**config.mk**
```make
export PLATFORM = sky130hd
export DESIGN_NAME = chm_queue
export DESIGN_NICKNAME = d
export VERILOG_FILES = /design/src/rtl/chm_pkg.sv /design/src/rtl/chm_queue.sv
export SDC_FILE = /design/constraint.sdc
export NUM_CORES = 1
export LEC_CHECK = 0
export CORE_MARGIN = 5
export CORE_UTILIZATION = 55
export DETAILED_ROUTE_END_ITERATION = 8
export DONT_BUFFER_PORTS = 1
export PLACE_DENSITY_LB_ADDON = 0.2
export SLEW_MARGIN = 20
export SYNTH_ARGS = -nofsm -noshare
export SYNTH_HDL_FRONTEND = slang
export SYNTH_SLANG_ARGS = --single-unit
export TNS_END_PERCENT = 30
```
**constraint.sdc**
```tcl
create_clock -name clock -period 9 [get_ports clock]
set_input_delay 0.9 -clock clock [delete_from_list [all_inputs] [get_ports clock]]
set_output_delay 0.9 -clock clock [all_outputs]
set_load 0.005 [all_outputs]
```
**src/rtl/chm_pkg.sv**
```systemverilog
`default_nettype none

package chm_pkg;

   // Defaults for the top-level parameters.
   localparam int BINS_MAX_DEF    = 1024;
   localparam int COUNT_WIDTH_DEF = 16;

   // Fixed field widths.
   localparam int SAMPLE_W = 16;
   localparam int BIN_W    = 10;
   localparam int OUT_W    = 16;
   localparam int CSR_AW   = 4;
   localparam int CSR_DW   = 32;

   localparam int NUM_HIST  = 3;
   localparam int NUM_TRACK = 4;

   localparam int QUEUE_DEPTH = 2;

   // Bin shift per sample format and bin count.
   localparam logic [3:0] SHIFT_10B_256  = 4'd2;
   localparam logic [3:0] SHIFT_10B_1024 = 4'd0;
   localparam logic [3:0] SHIFT_16B_256  = 4'd8;
   localparam logic [3:0] SHIFT_16B_1024 = 4'd6;

   // Register indexes on the configuration port.
   localparam logic [1:0] REG_BIN_MODE      = 2'd0;
   localparam logic [1:0] REG_SAMPLE_FORMAT = 2'd1;
   localparam logic [1:0] REG_CHANNEL_COUNT = 2'd2;

   localparam logic FORMAT_10B = 1'b0;

   // Request kinds as they arrive on the input channel.
   typedef enum logic [1:0] {
      KIND_START = 2'd0,
      KIND_PIXEL = 2'd1,
      KIND_READ  = 2'd2
   } kind_type;

   // Operations handed from the front end to the back end.
   typedef enum logic [1:0] {
      OP_CLEAR = 2'd0,
      OP_PIXEL = 2'd1,
      OP_READ  = 2'd2
   } op_type;

   typedef enum logic [1:0] {
      ST_CLEAR,
      ST_IDLE,
      ST_PIX_WR,
      ST_READ_OUT
   } back_state_type;

   typedef struct packed {
      logic       bin_mode;
      logic       sample_format;
      logic [2:0] channel_count;
   } cfg_type;

   typedef struct packed {
      op_type                               op;
      logic [NUM_HIST-1:0][BIN_W-1:0]       bin;
      logic [NUM_HIST-1:0]                  bin_ok;
      logic [NUM_TRACK-1:0]                 track;
      logic [NUM_TRACK-1:0][SAMPLE_W-1:0]   sample;
      logic [1:0]                           chan_sel;
   } cmd_type;

   typedef struct packed {
      logic    push;
      cmd_type cmd;
   } push_type;

   typedef struct packed {
      logic empty;
      logic full;
   } q_status_type;

endpackage

`default_nettype wire

```
**src/rtl/chm_queue.sv**
```systemverilog
`default_nettype none

module chm_queue (
   input  logic                  clock,
   input  logic                  reset,
   input  chm_pkg::push_type     push,
   input  logic                  pop,
   output chm_pkg::q_status_type q_status,
   output chm_pkg::cmd_type      head_cmd
);
   import chm_pkg::*;

   localparam int PtrW = (QUEUE_DEPTH > 1) ? $clog2(QUEUE_DEPTH) : 1;
   localparam int CntW = $clog2(QUEUE_DEPTH + 1);
   localparam logic [PtrW-1:0] LastPtr = PtrW'(QUEUE_DEPTH - 1);

   cmd_type         entry_ff [QUEUE_DEPTH];
   logic [PtrW-1:0] wr_ptr_ff, wr_ptr_in;
   logic [PtrW-1:0] rd_ptr_ff, rd_ptr_in;
   logic [CntW-1:0] count_ff, count_in;
   logic            do_push, do_pop;

   assign q_status.empty = count_ff == '0;
   assign q_status.full  = count_ff == CntW'(QUEUE_DEPTH);
   assign head_cmd       = entry_ff[rd_ptr_ff];

   assign do_push = push.push && !q_status.full;
   assign do_pop  = pop && !q_status.empty;

   always_comb begin
      wr_ptr_in = wr_ptr_ff;
      rd_ptr_in = rd_ptr_ff;
      count_in  = count_ff;
      if (do_push) begin
         wr_ptr_in = (wr_ptr_ff == LastPtr) ? '0 : wr_ptr_ff + 1'b1;
      end
      if (do_pop) begin
         rd_ptr_in = (rd_ptr_ff == LastPtr) ? '0 : rd_ptr_ff + 1'b1;
      end
      if (do_push && !do_pop) begin
         count_in = count_ff + 1'b1;
      end else if (do_pop && !do_push) begin
         count_in = count_ff - 1'b1;
      end
   end

   always_ff @(posedge clock) begin
      if (reset) begin
         wr_ptr_ff <= '0;
         rd_ptr_ff <= '0;
         count_ff  <= '0;
      end else begin
         wr_ptr_ff <= wr_ptr_in;
         rd_ptr_ff <= rd_ptr_in;
         count_ff  <= count_in;
      end
   end

   always_ff @(posedge clock) begin
      if (do_push) begin
         entry_ff[wr_ptr_ff] <= push.cmd;
      end
   end

endmodule

`default_nettype wire

```
== Word level (Yosys, flattened, before mapping) ==
Memories as Yosys holds them, arrays and structs flattened. A register that Yosys moved wholly into a read port is not among the register bits.
Index checks and enable logic that the tools add are counted.
Operators by class
  add/subtract/negate cells: 4
  equality and inequality tests: 1
  multiplexer cells: 8
  reduce and logical (&&, ||, !) cells: 10
Operators with widths (number)
  $mux W1: 6
  $logic_and A1 B1 Y1: 4
  $logic_not A1 Y1: 4
  $mux W2: 2
  $add A1 B1 Y1 const B: 2
  $add A2 B1 Y2 const B: 1
  $eq A2 B2 Y1 const B: 1
  $logic_not A2 Y1: 1
  $reduce_bool A2 Y1: 1
  $sub A2 B1 Y2 const B: 1
Word-level totals
  flip-flop bits (word level): 4
  bits in writable memories: 210
  input bits: 109
  output and inout port bits: 107
  memories kept: 1
Memories
  entry_ff: depth 2, width 105, read ports 1, clocked after memory_dff 1, wr ports 1, RTL line chm_queue.sv:17  | cmd_type entry_ff [QUEUE_DEPTH];

== Depth between registers and ports, before layout ==
  word-level depth: 7
  gate-level depth with buffers: 6
  mapped depth without buffers: 6

== Worst setup path before layout ==
Ideal clock, no wire load.
  path type: input -> register
  start: input push[105] in the netlist's numbering
  end: memory entry_ff[1][0] in the netlist's numbering, enable pin
  library setup time: 476 ps
  data arrival time: 3517 ps
  path slack: 5006 ps
  stages: 3
  path through: inv_1 nor2_1 and2_1
Between the ends
  longest elaborated chain between the ends: 3
RTL lines
  start: declaration: RTL line chm_queue.sv:6  | input chm_pkg::push_type push,
  $logic_and A1 B1 Y1: RTL line chm_queue.sv:27  | assign do_push = push.push && !q_status.full;
  net do_push: RTL line chm_queue.sv:21  | logic do_push, do_pop;
  $mux W1: RTL line chm_queue.sv:60  | if (do_push) begin
  $mux W1 (implied by the code): RTL line chm_queue.sv:61  | entry_ff[wr_ptr_ff] <= push.cmd;
  end: declaration: RTL line chm_queue.sv:17
The timed path passes the listed nets, and every way through them passes these cells.

==> flow_summary.json <==
{
  "grt_pass1_wl_um": 19210,
  "fmax_ghz": 0.2814,
  "synth_compound_area_share_pct": 0.3110,
  "routedWlPerCell_um": 23.34,
  "area_delta_synth_final_pct": 10.39,
  "synth_area_leaders": "edfxtp_1 78%, mux2_4 9.3%, mux2_2 7.7%",
  "maxCapViolCount": 0,
  "drt_wl_total_um": 13230,
  "synthCells": 352,
  "seq_area_um2": 6410,
  "final_cells": 567,
  "vias_per_cell": 5.549,
  "drv_slew": 0,
  "port_buffers": 0,
  "grt_max_degree": 65,
  "nNetsFinal": 477,
  "clk_pin_slew_ns": 0.06,
  "synth_edf_count": 210,
  "first_pass_iters": 4,
  "timing.final.crit_share_pct": 39.49,
  "cp-end-kind": "output port",
  "row_count": 44,
  "critPathMaxFanout": 57,
  "gp_congestion": 0.7345,
  "die_area_um2": 17150,
  "place_inst": 527,
  "multi_input_area_um2": 1483,
  "synth.area.mux_share_pct": 17.03,
  "period_needed_ns": 3.554,
  "fill_cells": 1016,
  "synth_flop_cell": "edfxtp_1",
  "yosys.area.top_type": "edfxtp_1",
  "postCtsHoldBufs": 0,
  "seq_area_frac_synth_pct": 79.63,
  "antenna_found_initial": 0,
  "drc_errors": 0,
  "status": "complete, no violations",
  "ios": 216,
  "crit_type": "flop to output port",
  "overflow": 0,
  "die_w_um": 130.9,
  "clock_skew_ns": 0.009115,
  "whs_ns": 0.4655,
  "p_leak_nw": 2.987,
  "insertion_delay_ns": 0.49,
  "reg2reg_from": "count_ff[0]",
  "vias": 3146,
  "clk_path_buf_depth": 3,
  "yosysMostFrequentCell": "edfxtp_1",
  "antenna_cells": 0,
  "hold_start": "reset",
  "post_cts_buffers": 0,
  "clockRootBuffer": "clkbuf_16",
  "synth_top_family_by_area": "multiplexers",
  "holdCritPathClass": "input pin to flop",
  "ys_types": 17,
  "cp.arrival_ns": 2.65,
  "synthSimpleGateAreaFrac_pct": 0.5754,
  "syn_nets": 462,
  "ir_worst_vdd_mv": 0.2278,
  "start_util_pct": 55.78,
  "cp-start-kind": "flop",
  "clock-sinks": 215,
  "cts_tree": "done",
  "cts_buffers": 22,
  "drive_gt1_share_pct": 37.08,
  "syn_area_um2": 8045,
  "ys_top_cells_by_count": "210 x edfxtp_1, 55 x mux2_2, 50 x mux2_4",
  "synth_seq_cells": 215,
  "core_area_um2": 14420,
  "grt_pass1_vias": 3397,
  "avgSynthCellArea_um2": 22.86,
  "drt_iter0_drc": 223,
  "tns_ns": 0,
  "synthAdderAreaFrac_pct": 0.1555,
  "synthXorXnorAreaFrac_pct": 0.3266,
  "grt.total_usage_pct": 14.65,
  "critPathRequiredTime_ns": 8.10,
  "rsz0062_at_grt": "no",
  "power_mw": 2.676,
  "setup_violations": 0,
  "ant_nets": 0,
  "hold_viol_final": 0,
  "tightest_slew_ns": 0.9857,
  "synthArstFlopShare_pct": 0,
  "synth-warning-count": 0,
  "max_slew_margin_pct": 34.29,
  "place.detailed.hpwl_um": 8638,
  "power_density_nw_per_um2": 301.3,
  "h-tree-depth": 1,
  "cts_resized": 0,
  "synth_top_area_share_pct": 78.38,
  "die_h_um": 130.9
}
[final timing paths]
check,endpoint,slack (ns),cells past startpoint
max,head_cmd[82],5.45,2
min,flop,0.47,1
max reg2reg,entry_ff[0][40],6.46,4
min reg2reg,wr_ptr_ff,0.49,2
[layout make-up]
type	count	area share (%)
multi-input combinational	123	16.69
clock buffer	28	6.692
clock inverter	12	1.479
sequential	215	72.18
inverter	2	0.1127
timing repair buffer	3	0.2536
tap	184	2.592
[through the flow]
step                setup WS, ns  util [%]  area, um2
floorplan                  5.006         -       8045
global placement           5.926     56.54       8155
detailed placement         5.920     56.54       8155
CTS                        5.376     61.57       8881
global route               5.300     61.57       8881
finish                     5.446     61.57       8881
[per-layer routing]
| layer | GRT usage (%) | vias to the layer above | share of wire, % |
|---|---|---|---|
| met5 | 0 | - | 0 |
| met4 | 3.751 | 0 | 2.0 |
| met3 | 9.715 | 21 | 16 |
| met2 | 24.13 | 160 | 50 |
| met1 | 15.61 | 1547 | 33 |
| li1 | - | 1418 | - |
[flip-flops by register name, summed over array words and instances, names as in the netlist, named ones only]
signal / flops
count_ff: 2
entry_ff: 210
wr_ptr_ff: 1
rd_ptr_ff: 1
[placed cells by master, fill, tap and decap left out, drive strengths merged]
master	count
clkinvlp	1
mux2	105
edfxtp	210
nor2b	1
ha	1
bufinv	3
o21ai	3
buf	3
inv	2
or3	2
and2	1
nor2	5
a21oi	2
clkbuf	28
clkinv	8
dfxtp	5
xor2	3
[power breakdown]
group	switching [mW]	total [mW]	internal [mW]	leakage, nW
Sequential	0.0614	1.32	1.26	2.00
Combinational	0.231	0.459	0.228	0.632
Clock	0.343	0.895	0.552	0.351
Total	0.636	2.68	2.04	2.99
[critical path: stages (launching register included)]
cell and delay (ns):
dfxtp_4 0.76, buf_4 0.83, mux2_2 0.43
[kinds of logic (layout without fill, tap and decap cells)]
logic type,count (synthesis),after routing
adders and majority gates,1,1
and+or+nand+nor,9,9
xor gates and xnor gates,3,3
DFF,215,215
buffers and inverters,14,45
muxes,105,105
AOI/OAI and AO/OA,5,5
Note: power is estimated with default switching activity, not from simulation.
