==> src/rtl/chm_pkg.sv <==
`default_nettype none

package chm_pkg;

   // Defaults for the top-level parameters.
   localparam int BINS_MAX_DEF    = 1024;
   localparam int COUNT_WIDTH_DEF = 16;

   // Fixed field widths.
   localparam int SAMPLE_W = 16;
   localparam int BIN_W    = 10;
   localparam int OUT_W    = 16;
   localparam int CSR_AW   = 4;
   localparam int CSR_DW   = 32;

   localparam int NUM_HIST  = 3;
   localparam int NUM_TRACK = 4;

   localparam int QUEUE_DEPTH = 2;

   // Bin shift per sample format and bin count.
   localparam logic [3:0] SHIFT_10B_256  = 4'd2;
   localparam logic [3:0] SHIFT_10B_1024 = 4'd0;
   localparam logic [3:0] SHIFT_16B_256  = 4'd8;
   localparam logic [3:0] SHIFT_16B_1024 = 4'd6;

   // Register indexes on the configuration port.
   localparam logic [1:0] REG_BIN_MODE      = 2'd0;
   localparam logic [1:0] REG_SAMPLE_FORMAT = 2'd1;
   localparam logic [1:0] REG_CHANNEL_COUNT = 2'd2;

   localparam logic FORMAT_10B = 1'b0;

   // Request kinds as they arrive on the input channel.
   typedef enum logic [1:0] {
      KIND_START = 2'd0,
      KIND_PIXEL = 2'd1,
      KIND_READ  = 2'd2
   } kind_type;

   // Operations handed from the front end to the back end.
   typedef enum logic [1:0] {
      OP_CLEAR = 2'd0,
      OP_PIXEL = 2'd1,
      OP_READ  = 2'd2
   } op_type;

   typedef enum logic [1:0] {
      ST_CLEAR,
      ST_IDLE,
      ST_PIX_WR,
      ST_READ_OUT
   } back_state_type;

   typedef struct packed {
      logic       bin_mode;
      logic       sample_format;
      logic [2:0] channel_count;
   } cfg_type;

   typedef struct packed {
      op_type                               op;
      logic [NUM_HIST-1:0][BIN_W-1:0]       bin;
      logic [NUM_HIST-1:0]                  bin_ok;
      logic [NUM_TRACK-1:0]                 track;
      logic [NUM_TRACK-1:0][SAMPLE_W-1:0]   sample;
      logic [1:0]                           chan_sel;
   } cmd_type;

   typedef struct packed {
      logic    push;
      cmd_type cmd;
   } push_type;

   typedef struct packed {
      logic empty;
      logic full;
   } q_status_type;

endpackage

`default_nettype wire

==> src/rtl/chm_channel_if.sv <==
`default_nettype none

interface chm_req_if;
   import chm_pkg::*;

   logic                valid;
   logic                ready;
   logic [1:0]          kind;
   logic [SAMPLE_W-1:0] sample_zero;
   logic [SAMPLE_W-1:0] sample_one;
   logic [SAMPLE_W-1:0] sample_two;
   logic [SAMPLE_W-1:0] sample_three;
   logic [BIN_W-1:0]    bin_index;
   logic [1:0]          channel_select;

   modport source (
      output valid, kind, sample_zero, sample_one, sample_two, sample_three,
             bin_index, channel_select,
      input  ready
   );
   modport sink (
      input  valid, kind, sample_zero, sample_one, sample_two, sample_three,
             bin_index, channel_select,
      output ready
   );
endinterface


`default_nettype wire

==> src/rtl/chm_front.sv <==
`default_nettype none

module chm_front #(
   parameter int BINS_MAX = chm_pkg::BINS_MAX_DEF
) (
   chm_req_if.sink              req_chan,
   input  chm_pkg::cfg_type      cfg,
   input  chm_pkg::q_status_type q_status,
   input  logic                  clearing,
   output chm_pkg::push_type     push
);
   import chm_pkg::*;

   logic [NUM_TRACK-1:0][SAMPLE_W-1:0] raw;

   assign raw = {req_chan.sample_three, req_chan.sample_two,
                 req_chan.sample_one, req_chan.sample_zero};

   // The bin store is swept while clearing, so nothing new comes in then.
   assign req_chan.ready = !q_status.full && !clearing;

   always_comb begin
      logic [3:0]                         shift;
      logic [2:0]                         n_chan;
      logic [NUM_HIST-1:0]                hist;
      logic [NUM_TRACK-1:0][SAMPLE_W-1:0] value;
      logic [SAMPLE_W-1:0]                shifted;
      cmd_type                            cmd;

      shift   = SHIFT_16B_256;
      n_chan  = cfg.channel_count;
      hist    = '0;
      value   = raw;
      shifted = '0;
      cmd     = '0;

      if (cfg.sample_format == FORMAT_10B) begin
         shift = cfg.bin_mode ? SHIFT_10B_1024 : SHIFT_10B_256;
         for (int c = 0; c < NUM_TRACK; c++) begin
            value[c] = {{(SAMPLE_W-BIN_W){1'b0}}, raw[c][BIN_W-1:0]};
         end
         hist      = '1;
         cmd.track = 4'b0111;
      end else begin
         shift = cfg.bin_mode ? SHIFT_16B_1024 : SHIFT_16B_256;
         if (cfg.channel_count == 3'd0) begin
            n_chan = 3'd1;
         end else if (cfg.channel_count > 3'd4) begin
            n_chan = 3'd4;
         end
         for (int c = 0; c < NUM_TRACK; c++) begin
            cmd.track[c] = 3'(c) < n_chan;
         end
         for (int c = 0; c < NUM_HIST; c++) begin
            hist[c] = 3'(c) < n_chan;
         end
      end

      cmd.sample   = value;
      cmd.chan_sel = req_chan.channel_select;
      cmd.op       = OP_PIXEL;

      unique case (req_chan.kind)
         KIND_START: begin
            cmd.op = OP_CLEAR;
         end
         KIND_PIXEL: begin
            cmd.op = OP_PIXEL;
            for (int c = 0; c < NUM_HIST; c++) begin
               shifted       = value[c] >> shift;
               cmd.bin[c]    = shifted[BIN_W-1:0];
               cmd.bin_ok[c] = hist[c] && (32'(cmd.bin[c]) < 32'(BINS_MAX));
            end
         end
         KIND_READ: begin
            cmd.op = OP_READ;
            for (int c = 0; c < NUM_HIST; c++) begin
               cmd.bin[c]    = req_chan.bin_index;
               cmd.bin_ok[c] = 32'(req_chan.bin_index) < 32'(BINS_MAX);
            end
         end
         default: begin
            cmd.op = OP_CLEAR;
         end
      endcase

      push.cmd  = cmd;
      // Unused kind codes are accepted and dropped here.
      push.push = req_chan.valid && req_chan.ready &&
                  (req_chan.kind == KIND_START || req_chan.kind == KIND_PIXEL ||
                   req_chan.kind == KIND_READ);
   end

endmodule

`default_nettype wire

==> src/flat_wrapper.sv <==
// flat-port wrapper written by rule: the top's interface ports become plain ports
module chm_front_flat import chm_pkg::*;
#(
   parameter int BINS_MAX = chm_pkg::BINS_MAX_DEF
)
  (cfg, q_status, clearing, push, req_chan_valid, req_chan_kind, req_chan_sample_zero, req_chan_sample_one, req_chan_sample_two, req_chan_sample_three, req_chan_bin_index, req_chan_channel_select, req_chan_ready);
  chm_req_if req_chan_i ();
  input  chm_pkg::cfg_type cfg;
  input  chm_pkg::q_status_type q_status;
  input  logic clearing;
  output chm_pkg::push_type push;
  input wire logic [$bits(req_chan_i.valid)-1:0] req_chan_valid;
  input wire logic [$bits(req_chan_i.kind)-1:0] req_chan_kind;
  input wire logic [$bits(req_chan_i.sample_zero)-1:0] req_chan_sample_zero;
  input wire logic [$bits(req_chan_i.sample_one)-1:0] req_chan_sample_one;
  input wire logic [$bits(req_chan_i.sample_two)-1:0] req_chan_sample_two;
  input wire logic [$bits(req_chan_i.sample_three)-1:0] req_chan_sample_three;
  input wire logic [$bits(req_chan_i.bin_index)-1:0] req_chan_bin_index;
  input wire logic [$bits(req_chan_i.channel_select)-1:0] req_chan_channel_select;
  output wire logic [$bits(req_chan_i.ready)-1:0] req_chan_ready;
  assign req_chan_i.valid = req_chan_valid;
  assign req_chan_i.kind = req_chan_kind;
  assign req_chan_i.sample_zero = req_chan_sample_zero;
  assign req_chan_i.sample_one = req_chan_sample_one;
  assign req_chan_i.sample_two = req_chan_sample_two;
  assign req_chan_i.sample_three = req_chan_sample_three;
  assign req_chan_i.bin_index = req_chan_bin_index;
  assign req_chan_i.channel_select = req_chan_channel_select;
  assign req_chan_ready = req_chan_i.ready;
  chm_front #(.BINS_MAX(BINS_MAX)) u_core (.req_chan(req_chan_i), .cfg(cfg), .q_status(q_status), .clearing(clearing), .push(push));
endmodule
==> config.mk <==
export PLATFORM = sky130hd
export DESIGN_NAME = chm_front_flat
export DESIGN_NICKNAME = d
export VERILOG_FILES = /design/src/rtl/chm_pkg.sv /design/src/rtl/chm_channel_if.sv /design/src/rtl/chm_front.sv /design/src/flat_wrapper.sv
export SDC_FILE = /design/constraint.sdc
export NUM_CORES = 1
export LEC_CHECK = 0
export BUFFER_PORTS_ARGS = -buffer_cell sky130_fd_sc_hd__buf_4
export CELL_PAD_IN_SITES_DETAIL_PLACEMENT = 0
export CELL_PAD_IN_SITES_GLOBAL_PLACEMENT = 1
export CORE_ASPECT_RATIO = 1.75
export CORE_MARGIN = 3
export CORE_UTILIZATION = 26
export DETAILED_ROUTE_END_ITERATION = 8
export PLACE_DENSITY = 0.9
export SYNTH_ARGS = -nofsm -noshare
export SYNTH_HDL_FRONTEND = slang
export SYNTH_SLANG_ARGS = --single-unit
export TNS_END_PERCENT = 50
==> constraint.sdc <==
create_clock -name vclk -period 2.4
set_clock_uncertainty 0.1 [all_clocks]
set_input_delay 0.36 -clock vclk [all_inputs]
set_output_delay 0.36 -clock vclk [all_outputs]
set_load 0.05 [all_outputs]
Word level (Yosys, flattened, before mapping). Index checks and enable logic that the tools add are counted. W data, S select, Z words.

Flip-flop bits (word level): 0. Input port bits: 87. Output and inout bits: 107. Word-level logic and storage cells: 30.

Shift-type cells: 3. $lt $le $gt $ge: 5. Equality and inequality tests: 2. Muxes and demuxes: 11. Reduce and logical (&&, ||, !) cells: 9.

Operators with widths (count): $pmux W33 S2 (1); $mux W64 (1); $shr A16 B4 Y10 (3); $mux W3 (4); $mux W4 (3); $lt A1 B3 Y1 const A (2); $lt A2 B3 Y1 const A (2); $pmux W2 S2 (1); $gt A3 B3 Y1 const B (1); $logic_and A1 B1 Y1 (3); $logic_not A3 Y1 (1); $eq A2 B1 Y1 const B (1); $eq A2 B2 Y1 const B (1); $logic_not A1 Y1 (2); $logic_not A2 Y1 (1); $logic_or A1 B1 Y1 (2); $mux W2 (1).

Logic depth before layout (Yosys ltp).
Depth in word-level cells: 7. Mapped depth: 8. Mapped depth without buffers: 6.

Least setup slack after synthesis. Ideal clock, no wire load.

Path kind: input to output. Start: in req_chan_kind[1]. End: out push[88] (netlist name). Data arrival time: 2799 ps. Setup slack: -859 ps. Cell stages on the path: 6. Required time: 1940 ps. Path buffers: 0. Cells stage by stage: inv_1 -> ha_1 -> and2b_1 -> and2_0 -> nand2b_1 -> a211oi_1.

RTL lines: start, declared (RTL line flat_wrapper.sv:13) `input wire logic [$bits(req_chan_i.kind)-1:0] req_chan_kind;`; end, declared (RTL line flat_wrapper.sv:11) `output chm_pkg::push_type push;`.

==> impl_metrics.yaml <==
sta:
  tightest_slew_ps: 655
  period_share_pct: 105
  slew_violations: 0
  hold_viol: 0
  slew-limit-headroom_pct: 56.3
  rsz0062_at_grt: "yes"
  finalCriticalPeriod_ps: 2510
  setup_viol: 15
  fmax_ghz: 0.398
  setup_ws_ps: -115
route:
  drtIter0Drc: 149
  avgRoutedWirePerCell_um: 17.8
  ant_nets: 0
  drc: 0
  dr_total_vias: 2728
  routed_via_density: 5.01
  drtPass1Iterations: 4
  wl_um: 9710
floorplanning:
  die_area_mm2: 0.00975
  std_cell_rows: 44
  io_pins: 194
  initial_core_util_pct: 26.8
  core_mm2: 0.00831
  die_h_um: 128
  die_w_um: 75.9
min_path:
  hold_start: "req_chan_channel_select[1]"
  min_path_cells: 0
  hp-class: "in2out"
  holdPathEnd: "push[1]"
cells_and_area:
  post_layout_nonfiller_instances: 545
  area_growth_pct: 85.7
  clock_buffers: 0
  layout-drive-gt1-share_pct: 70.2
  nets: 525
  diodes: 0
  seq_cell_count: 0
  final-seq-area_um2: 0
job:
  drv_cap: 0
place:
  dp_hpwl_um: 8100
  numPortBuffers: 168
  placed_cells: 535
  gp_congestion: 0.847
  place_worst_setup_slack_ps: -211
power_and_ir_drop:
  ir_worst_vdd_uv: 141
  p_leak_uw: 0.00189
  power_density_mw_per_mm2: 313
critical_path:
  critPathCaptureType: "output pin"
  crit_required_ps: 1940
  crit_start: "cfg[3]"
  cp-start-kind: "input pin"
  worstPathMaxFanout: 7
  worstPathArrival_ps: 2050
  crit_type: "in2out"
logic_synthesis:
  syn-mean-instance-area_um2: 7.98
  synthDistinctLibCells: 37
  seq_area_frac_synth_pct: 0
  syn-cell-area_mm2: 0.00223
  synth_cells: 279
  synth_fp_nets: 372
  yosys_warnings: 0
run_status:
  status: "complete, but fails checks"
  violations: "negative setup slack"
global_route:
  grt_pass1_wl_um: 14100
  grt_pass1_vias: 2714
  antenna_found_initial: 0
  grt_remaining_overflow: 0
  track_usage_pct: 18.0
  grt_max_degree: 23
cell usage after synthesis, types with 3 or more instances:
library cell | count | area share [%]
a21oi_1 | 19 | 4.3
clkbuf_1 | 3 | 0.51
nand2_1 | 26 | 4.4
buf_6 | 6 | 3.0
nor2b_1 | 3 | 0.84
a221oi_1 | 8 | 3.1
mux2i_1 | 18 | 8.1
nand3_1 | 6 | 1.3
nand2b_1 | 9 | 2.5
mux4_2 | 10 | 10
nor2_1 | 19 | 3.2
a222oi_1 | 4 | 1.8
o221ai_1 | 4 | 1.6
a21o_1 | 5 | 1.7
clkbuf_8 | 5 | 3.1
o22ai_1 | 4 | 1.1
and2_1 | 24 | 6.7
mux2_4 | 6 | 4.0
inv_1 | 4 | 0.67
buf_4 | 46 | 16
nand3b_1 | 3 | 1.0
a211oi_1 | 10 | 3.4
mux2_2 | 12 | 6.1
ha_1 | 6 | 3.4
through the flow:
| step | TNS (ps) | power [µW] | hold WS, ps | utilization (%) | area (µm²) |
|---|---|---|---|---|---|
| after detailed placement | -2640 | 1180 | 620 | 45.2 | 3760 |
| after CTS | -1180 | 1280 | 620 | 48.8 | 4060 |
| after global placement | -2260 | 1170 | 620 | 45.2 | 3760 |
| after floorplan | -1190 | 886 | 787 | - | 2570 |
| final | -874 | 1290 | 620 | 49.7 | 4130 |
| after global routing | -2040 | 1350 | 620 | 49.7 | 4130 |
worst max-delay path, cell delays in order:
cell and delay (ps):
buf_8 100, ha_4 330, buf_6 160, mux2_4 310, a222oi_1 390, nand2b_1 190
a21oi_2 60, buf_6 150
placed cells by master, fill, tap and decap left out, types with 3 or more instances in the layout:
cell type  count
buf_4        177
buf_6         29
and2_1        24
nand2_1       23
a21oi_1       16
mux2i_1       15
mux2_4        15
mux4_2        10
a211oi_4      10
nor2_1         8
a221oi_4       8
nand2b_1       6
nor2_2         6
nand3_1        6
a21o_1         5
nor2_4         5
o22ai_2        4
a222oi_1       4
o221ai_2       4
inv_1          3
nand2_2        3
nor2b_2        3
a21oi_2        3
nand3b_1       3
mux2_2         3
ha_1           3
buf_8          3
area by class of cell:
class                           instances  area, µm²
Tap cell                              115        144
Timing Repair Buffer                  213       1770
Inverter                                4       17.5
Multi-Input combinational cell        213       2200
Fill cell                             784       4180
layer usage:
layer	up-vias	global-route usage [%]	share of wire (%)
met4	0	4.80	2.8
met2	118	38.1	58
met1	1304	17.9	33
met5	-	0	0
li1	1284	-	-
met3	22	2.45	5.9
cells by family (layout without fill, tap and decap cells):
logic type                 after synthesis  in the layout  share of synthesized area [%]
and+or+nand+nor                         96             96                           22.1
buffers and inverters                   66            217                           23.9
AOI/OAI and AO/OA                       62             62                           19.7
muxes                                   48             48                           30.7
adders and majority gates                6              6                           3.37
other                                    1              1                          0.168
where the power goes:
group,switching (µW),leakage (µW),internal (µW),total (µW)
clock network,0,0,0,0
logic,754,0.00189,539,1290
registers,0,0,0,0
total,754,0.00189,539,1290
worst max-delay path by stage:
stage / to / depth (start not counted)
3_3_place_gp: push[91] / 9
3_5_place_dp: push[91] / 9
5_1_grt: push[82] / 9
2_1_floorplan: push[105] / 2
4_1_cts: push[82] / 9
6_report: push[82] / 8
what timing repair did:
| item | 4_1_cts | 5_1_grt |
|---|---|---|
| pin swaps | 16 | 12 |
| buffers inserted | 7 | 2 |
| setup endpoints to repair | 27 | 30 |
| resized for setup | 53 | 29 |
| gates cloned | 2 | 1 |
| hold buffers | 0 | 0 |
Power figures use the tool's default switching activity.
